==> src/sv/pwed_pkg.sv <==
// Shared types and fixed widths for the pairwise distance block.
// No dependencies.
`timescale 1ns / 1ps

package pwed_pkg;

  localparam int COORD_W = 16;
  localparam int CFG_W   = 5;
  localparam int IDX_W   = 6;
  localparam int NORM_W  = 35;
  localparam int PROD_W  = 32;
  localparam int DOT_W   = 40;
  localparam int SUM_W   = 42;
  localparam int SQ_W    = 38;
  localparam int DIST_W  = 19;
  localparam int REM_W   = 22;
  localparam int STEP_W  = 5;

  localparam logic [CFG_W-1:0] N_DIMS_RESET = CFG_W'(2);

  typedef enum logic [2:0] {
    ST_IDLE,
    ST_ISSUE,
    ST_DRAIN,
    ST_DIST,
    ST_SQRT,
    ST_OUT
  } pwed_state_t;

endpackage

==> src/sv/pwed_isqrt.sv <==
// Floor square root, two radicand bits per cycle, restoring form.
// Depends on pwed_pkg for widths.
`timescale 1ns / 1ps

module pwed_isqrt (
  input  logic                         clk,
  input  logic                         rst,
  input  logic                         start,
  input  logic [pwed_pkg::SQ_W-1:0]    value,
  output logic                         done,
  output logic [pwed_pkg::DIST_W-1:0]  root
);

  logic [pwed_pkg::SQ_W-1:0]   rad;
  logic [pwed_pkg::REM_W-1:0]  rem;
  logic [pwed_pkg::STEP_W-1:0] step;
  logic                        busy;
  logic [pwed_pkg::REM_W-1:0]  rem_shift;
  logic [pwed_pkg::REM_W-1:0]  trial;
  logic                        fits;

  assign rem_shift = {rem[pwed_pkg::REM_W-3:0], rad[pwed_pkg::SQ_W-1 -: 2]};
  assign trial     = {1'b0, root, 2'b01};
  assign fits      = rem_shift >= trial;

  always_ff @(posedge clk) begin
    if (rst) begin
      busy <= 1'b0;
      done <= 1'b0;
      step <= '0;
    end else begin
      done <= 1'b0;
      if (start) begin
        busy <= 1'b1;
        rad  <= value;
        rem  <= '0;
        root <= '0;
        step <= '0;
      end else if (busy) begin
        rad  <= {rad[pwed_pkg::SQ_W-3:0], 2'b00};
        rem  <= fits ? rem_shift - trial : rem_shift;
        root <= {root[pwed_pkg::DIST_W-2:0], fits};
        step <= step + 1'b1;
        if (step == pwed_pkg::STEP_W'(pwed_pkg::DIST_W - 1)) begin
          busy <= 1'b0;
          done <= 1'b1;
        end
      end
    end
  end

endmodule

==> config.mk <==
export PLATFORM = sky130hd
export DESIGN_NAME = pwed_isqrt
export DESIGN_NICKNAME = d
export VERILOG_FILES = /design/src/sv/pwed_pkg.sv /design/src/sv/pwed_isqrt.sv
export SDC_FILE = /design/constraint.sdc
export NUM_CORES = 1
export LEC_CHECK = 0
export BUFFER_PORTS_ARGS = -buffer_cell sky130_fd_sc_hd__clkbuf_2
export CAP_MARGIN = 15
export CORE_ASPECT_RATIO = 0.8
export CORE_MARGIN = 2
export CORE_UTILIZATION = 52
export CTS_CLUSTER_DIAMETER = 50
export DETAILED_ROUTE_END_ITERATION = 8
export GPL_TIMING_DRIVEN = 1
export PLACE_DENSITY_LB_ADDON = 0.2
export SLEW_MARGIN = 30
export SYNTH_ARGS = -nofsm -noshare
export SYNTH_HDL_FRONTEND = slang
export SYNTH_SLANG_ARGS = --single-unit
export TNS_END_PERCENT = 30
==> constraint.sdc <==
create_clock -name clk -period 4.21 [get_ports clk]
set_clock_uncertainty 0.05 [all_clocks]
set_input_delay 0 -clock clk [delete_from_list [all_inputs] [get_ports clk]]
set_output_delay 0 -clock clk [all_outputs]
set_load 0.1 [all_outputs]
==> results of run 1 <==
==> stage by stage <==
step | utilization | hold slack (ns) | total power [mW] | cells
finish | 0.6567 | 0.3620 | 2.266 | 594
global route | 0.6567 | 0.3840 | 2.380 | 594
CTS | 0.6567 | 0.3482 | 2.283 | 594
detailed placement | 0.5841 | 0.1999 | 1.590 | 539
global placement | 0.5841 | 0.1992 | 1.577 | 539
floorplan | - | 0.02276 | 1.491 | 380
==> where the power goes <==
group / total [mW] / internal, mW / leakage (nW) / switching (mW)
combinational: 0.584 / 0.238 / 1.43 / 0.346
clock: 0.665 / 0.356 / 0.113 / 0.310
sequential: 1.02 / 0.990 / 0.802 / 0.0275
==> layout make-up <==
class                           instances  area (sq um)  area share
Clock buffer                           10         137.6     0.02449
Inverter                               28         105.1     0.01870
Sequential cell                        84          2452      0.4363
Timing Repair Buffer                  101         718.2      0.1278
Clock inverter                          6         93.84     0.01670
Multi-Input combinational cell        253          1973      0.3511
Tap cell                              112         140.1     0.02493
==> flip-flops by register name, indices dropped and copies added, names as in the netlist <==
register  count
rem          20
step          5
root         19
rad          38
busy          1
done          1
==> worst paths after layout <==
check	startpoint	to
worst min-delay path	rst	busy$_SDFF_PP0_
worst max-delay path	rem[8]$_SDFFCE_PP0P_	rem[7]$_SDFFCE_PP0P_
worst max register to register	rem[8]$_SDFFCE_PP0P_	rem[7]$_SDFFCE_PP0P_
worst min register to register	step[1]$_SDFFE_PP0P_	step[1]$_SDFFE_PP0P_
==> per-layer routing <==
layer,GRT usage,vias to the layer above,part of all wire
met5,0,-,0
met4,0.06329,0,0.012
met3,0.05523,8,0.052
met2,0.2942,78,0.45
met1,0.2780,1456,0.49
li1,-,1572,-
==> critical path: stages, from the launching register on <==
cell	delay, ns
edfxtp_1	0.44
ha_1	0.44
and3_2	0.29
nand3_2	0.11
nor2_4	0.11
a21oi_2	0.08
o21ai_4	0.73
mux2i_1	0.29
nor2_1	0.06
==> cells in the final DEF (no fill, tap or decap), types with 2 or more instances in the layout <==
cell,count
a211o_1,3
a211oi_1,3
a211oi_2,2
a21o_1,7
a21oi_1,18
a31oi_1,3
and2_1,5
and3_1,2
and3_2,2
bufinv_16,2
clkbuf_2,60
clkbuf_8,10
dfxtp_1,7
dlygate4sd3_1,39
edfxtp_1,77
ha_1,23
inv_1,28
inv_6,2
mux2_2,36
mux2i_1,14
nand2_1,16
nand3_1,5
nand4_1,4
nor2_1,45
nor2_2,3
nor2_4,2
nor4bb_1,2
o21a_1,3
o21ai_0,8
o21ai_1,2
o21bai_1,3
xnor2_1,14
xor2_1,7
==> logic make-up (layout without fill, tap and decap cells) <==
logic type	count (synthesis)	after routing	share of synthesized area
AOI/OAI and AO/OA	65	65	0.1067
xor gates and xnor gates	21	21	0.03989
adders and majority gates	23	23	0.06242
buffers and inverters	43	145	0.04179
DFF	84	84	0.5319
muxes	50	50	0.1183
and+or+nand+nor	94	94	0.09905
==> what timing repair did <==
action / in CTS / in global routing
hold buffers: 39 / 0
buffers inserted: 0 / 0
endpoints found under the hold margin: 40 / 0
==> reports/metrics.yaml, run 1 <==
status: "completed"
clk_pin_slew_ns: 0.09
vias_per_cell: 5.242
finalNetCount: 541
gp_congestion: 0.8460
cts_htree_levels: 3
postLayoutCellArea_sq_mm: 0.005620
cts_tree: "built"
yosys.area.top_type: "edfxtp_1"
fin_tns_setup_ns: 0
grt_usage: 0.1960
cts_buffer_depth: 2
wire_per_inst_um: 14.75
r2r_slack_ns: 1.33
cts_buffers: 9
setup_ws_ns: 1.334
die_w_um: 109.3
nFillCells: 664
hpwl_mm: 5.838
period_share: 0.6830
cts_resized: 0
drc: 0
dieArea_sq_mm: 0.009640
drv_slew: 0
holdPathStages: 3
vias: 3114
required_ns: 4.25
synth_cells: 380
worst_slew_pin_slew_ns: 0.9303
arrival_ns: 2.92
num_rows: 30
hold_viol_final: 0
fmax_ghz: 0.3478
drive_gt1_frac: 0.2801
maxCapViolCount: 0
critical_path.max_fanout: 25
antenna_left: 0
core-area_sq_mm: 0.008558
n_antenna_cell: 0
power.leakage_nw: 2.340
root_buffer: "clkbuf_8"
synth.area.top_cells: "edfxtp_1, mux2_2, ha_1"
cp-end-kind: "flip-flop"
die_y_um: 88.22
dp_slack_ns: 1.349
ys_ff_latch: 84
report.final.setup_viol: 0
area.growth.synth_to_final_pct: 21.90
rsz0062_at_grt: "no"
synth_top_area_frac: 0.5015
drt_pass1_iterations: 4
syn_area_sq_mm: 0.004611
async_reset_ff_frac: 0
clk_latency_ns: 0.36
cp-start-kind: "flip-flop"
seq_area_frac_synth: 0.5319
grt_pass1_wl_mm: 14.40
critPathKind: "reg2reg"
antenna_found_initial: 0
synth_cell_types: 54
yosys_most_used_dff: "edfxtp_1"
initial_core_util: 0.5387
powerDensity_mw_per_mm2: 403.3
wirelength_mm: 8.763
clock_sinks: 84
synth-edff-count: 77
portBuffers: 60
synth.most_common_cell: "edfxtp_1"
synthesis.nets: 444
reg2reg_depth: 8
synth_area_per_cell_sq_um: 12.13
relSlewSlack: 0.3775
period_needed_ns: 2.876
io_pins: 61
grt_max_degree: 57
grt_pass1_vias: 3074
overflow: 0
drt_iter0_markers: 148
placed_area_sq_mm: 0.004999
worst_hold_path_type: "in2reg"
yosysWarnings: 0
ys_top_cells_by_count: "edfxtp_1, nor2_1, mux2_2"
peakVddDrop_v: 0.0003296
(Power assumes the default switching activity.)
==> run 2: changes to the inputs <==
ABC_AREA = 1   (was default)
CORE_UTILIZATION = 59   (was 52)
clock period = 2.7 ns   (was 4.21 ns; I/O delays follow)
==> run 2 against run 1 <==
Compared with the run above: register-to-register slack worse by 1.1 ns; synthesized cell count rose by 68%; wire length is 34% higher; fmax increased by 16%; synthesized area up 9.7%; utilization increased by 5.7 points; cell area is 6.7% higher; critical path type unchanged.
==> reports/metrics.yaml, run 2 <==
worst_slew_pin_slew_ns: 0.6217  # was 0.9303 ns
area.growth.synth_to_final_pct: 18.58  # was 21.90%
synth_cells: 638  # was 380
ctsHoldBuffers: 39  # unchanged
regArea_sq_mm: 0.002452  # unchanged
grt_pass1_wl_mm: 18.97  # was 14.40 mm
dp_cells: 798  # was 539
worstHoldStart: "start"  # was rst
antenna_found_initial: 0  # unchanged
overflow: 0  # unchanged
reg2reg_depth: 10  # was 8
cts_htree_levels: 3  # unchanged
die_w_um: 107.5  # was 109.3 um
wire_per_inst_um: 13.77  # was 14.75 um
grt_usage: 0.2629  # was 0.1960
fmax_ghz: 0.4043  # was 0.3478 GHz
grt_pass1_vias: 4171  # was 3074
holdPathStages: 3  # unchanged
multi_input_area_sq_mm: 0.002150  # was 0.001973 sq mm
r2r-start: "rem[5]$_SDFFCE_PP0P_"  # was rem[8]$_SDFFCE_PP0P_
top_register: "rad"  # unchanged
drive_gt1_frac: 0.1619  # was 0.2801
placed_area_sq_mm: 0.005431  # was 0.004999 sq mm
worst_hold_path_type: "in2reg"  # unchanged
io_pins: 61  # unchanged
required_ns: 2.77  # was 4.25 ns
initial_core_util: 0.6015  # was 0.5387
clk_pin_slew_ns: 0.09  # about the same
core-area_sq_mm: 0.008408  # was 0.008558 sq mm
fin_tns_setup_ns: 0  # unchanged
relSlewSlack: 0.5855  # was 0.3775
maxCapViolCount: 0  # unchanged
synth.most_common_cell: "nand2_1"  # was edfxtp_1
vias_per_cell: 5.076  # was 5.242
arrival_ns: 2.55  # was 2.92 ns
gp_congestion: 0.9023  # was 0.8460
rsz0062_at_grt: "no"  # unchanged
async_reset_ff_frac: 0  # unchanged
root_buffer: "clkbuf_8"  # unchanged
yosysWarnings: 0  # unchanged
ys_top_cells_by_count: "nand2_1, inv_1, edfxtp_1"  # was edfxtp_1, nor2_1, mux2_2
vias: 4330  # was 3114
fin_worst_hold_slack_ns: 0.2690  # was 0.3620 ns
seq_area_frac_synth: 0.4849  # was 0.5319
postLayoutCellArea_sq_mm: 0.005997  # was 0.005620 sq mm
drt_iter0_markers: 371  # was 148
period_needed_ns: 2.473  # was 2.876 ns
die_y_um: 86.81  # was 88.22 um
drt_pass1_iterations: 5  # was 4
critPathKind: "reg2reg"  # unchanged
yosys.area.top_type: "edfxtp_1"  # unchanged
cts_buffer_depth: 2  # unchanged
r2r_slack_ns: 0.23  # was 1.33 ns
cts_resized: 0  # unchanged
layout.cells.non_filler: 853  # was 594
dp_slack_ns: 0.2710  # was 1.349 ns
drc: 0  # unchanged
num_rows: 30  # unchanged
antenna_left: 0  # unchanged
dieArea_sq_mm: 0.009333  # was 0.009640 sq mm
portBuffers: 60  # unchanged
final_cell_mix: "nand2_1, inv_1, edfxtp_1"  # was edfxtp_1, clkbuf_2, nor2_1
cp-start-kind: "flip-flop"  # unchanged
syn_area_sq_mm: 0.005057  # was 0.004611 sq mm
cts_buffers: 9  # unchanged
wirelength_mm: 11.74  # was 8.763 mm
synth_area_per_cell_sq_um: 7.927  # was 12.13 sq um
drv_slew: 0  # unchanged
postCtsSetupRepairBufs: 0  # unchanged
n_antenna_cell: 0  # unchanged
yosys_most_used_dff: "edfxtp_1"  # unchanged
status: "completed"  # unchanged
powerDensity_mw_per_mm2: 560.5  # was 403.3 mW/mm^2
synth-edff-count: 77  # unchanged
finalNetCount: 800  # was 541
whs_endpoint: "root[6]$_SDFFCE_PP0P_"  # was busy$_SDFF_PP0_
setup_ws_ns: 0.2265  # was 1.334 ns
report.final.setup_viol: 0  # unchanged
peakVddDrop_v: 0.0004221  # was 0.0003296 V
critical_path.max_fanout: 26  # was 25
power.leakage_nw: 2.976  # was 2.340 nW
synth_top_area_frac: 0.4572  # was 0.5015
synth_cell_types: 36  # was 54
regToRegEndpoint: "rem[0]$_SDFFCE_PP0P_"  # was rem[7]$_SDFFCE_PP0P_
synthesis.nets: 702  # was 444
hpwl_mm: 7.734  # was 5.838 mm
clock_sinks: 84  # unchanged
final_common_cell: "nand2_1"  # was edfxtp_1
clk_latency_ns: 0.36  # about the same
biggestRegsByFlops: "rad: 38 flops, rem: 20 flops, root: 19 flops"  # unchanged
largest_register_ffs: 38  # unchanged
ys_ff_latch: 84  # unchanged
hold_viol_final: 0  # unchanged
synth.area.top_cells: "edfxtp_1, nand2_1, inv_1"  # was edfxtp_1, mux2_2, ha_1
cp-end-kind: "flip-flop"  # unchanged
cts_tree: "built"  # unchanged
nFillCells: 680  # was 664
period_share: 0.9161  # was 0.6830
grt_max_degree: 59  # was 57
==> run 2: cell types whose count changed in the layout (fill, tap and decap cells not counted), moves of 10 or more <==
| cell | before | now |
|---|---|---|
| nand3_1 | 5 | 15 |
| mux2_2 | 36 | 0 |
| mux2i_1 | 14 | 0 |
| nor2_1 | 45 | 66 |
| nand2_1 | 16 | 248 |
| nor2_2 | 3 | 16 |
| xnor2_1 | 14 | 2 |
| inv_1 | 28 | 90 |
==> run 2: worst max-delay path by stage <==
stage,from,to,slack (ns),cells after the start
6_report,rem[5]$_SDFFCE_PP0P_,rem[0]$_SDFFCE_PP0P_,0.23,10
5_1_grt,rem[1]$_SDFFCE_PP0P_,rem[0]$_SDFFCE_PP0P_,0.07,12
4_1_cts,rem[5]$_SDFFCE_PP0P_,rem[0]$_SDFFCE_PP0P_,0.25,10
3_5_place_dp,rem[5]$_SDFFCE_PP0P_,rem[0]$_SDFFCE_PP0P_,0.27,10
3_3_place_gp,rem[1]$_SDFFCE_PP0P_,rem[1]$_SDFFCE_PP0P_,0.36,12
2_1_floorplan,root[13]$_SDFFCE_PP0P_,rem[0]$_SDFFCE_PP0P_,-0.004,11
==> run 2: where the power goes <==
part	switching, mW	total, mW	internal, mW
Sequential	0.0413	1.58	1.54
Combinational	0.649	0.957	0.308
Clock	0.484	0.825	0.341
==> run 2: layout make-up <==
type,instances,share of cell area
sequential,84,0.4089
multi-input combinational,443,0.3584
tap,112,0.02337
clock buffer,10,0.02128
timing repair buffer,103,0.1202
clock inverter,6,0.007928
inverter,95,0.05988
==> run 2: worst max-delay path: stages (launching register included) <==
cell and delay [ns]:
edfxtp_1 0.43, ha_1 0.38, nand2_1 0.15, nor2_1 0.20
nand2_1 0.10, o21ai_2 0.16, nor2_2 0.08, nand2_4 0.29
inv_4 0.17, nor2_1 0.16, nor2_2 0.05
==> run 2: routing by layer <==
metal  wire (um)  GRT usage
met5           0          0
met4         204    0.08392
met3         713    0.04662
met2        5683     0.4397
met1        5142     0.3510
==> run 2: kinds of logic after synthesis <==
| logic type | share of synthesized area |
|---|---|
| DFF | 0.4849 |
| buffers and inverters | 0.09228 |
| adders and majority gates | 0.05690 |
| xor gates and xnor gates | 0.01386 |
| and+or+nand+nor | 0.3125 |
| AOI/OAI and AO/OA | 0.03959 |
==> run 2: through the flow <==
step | utilization | total power [mW]
6_report | 0.7132 | 3.361
3_5_place_dp | 0.6460 | 2.501
4_1_cts | 0.7132 | 3.367
2_1_floorplan | - | 2.320
5_1_grt | 0.7132 | 3.534
3_3_place_gp | 0.6460 | 2.478
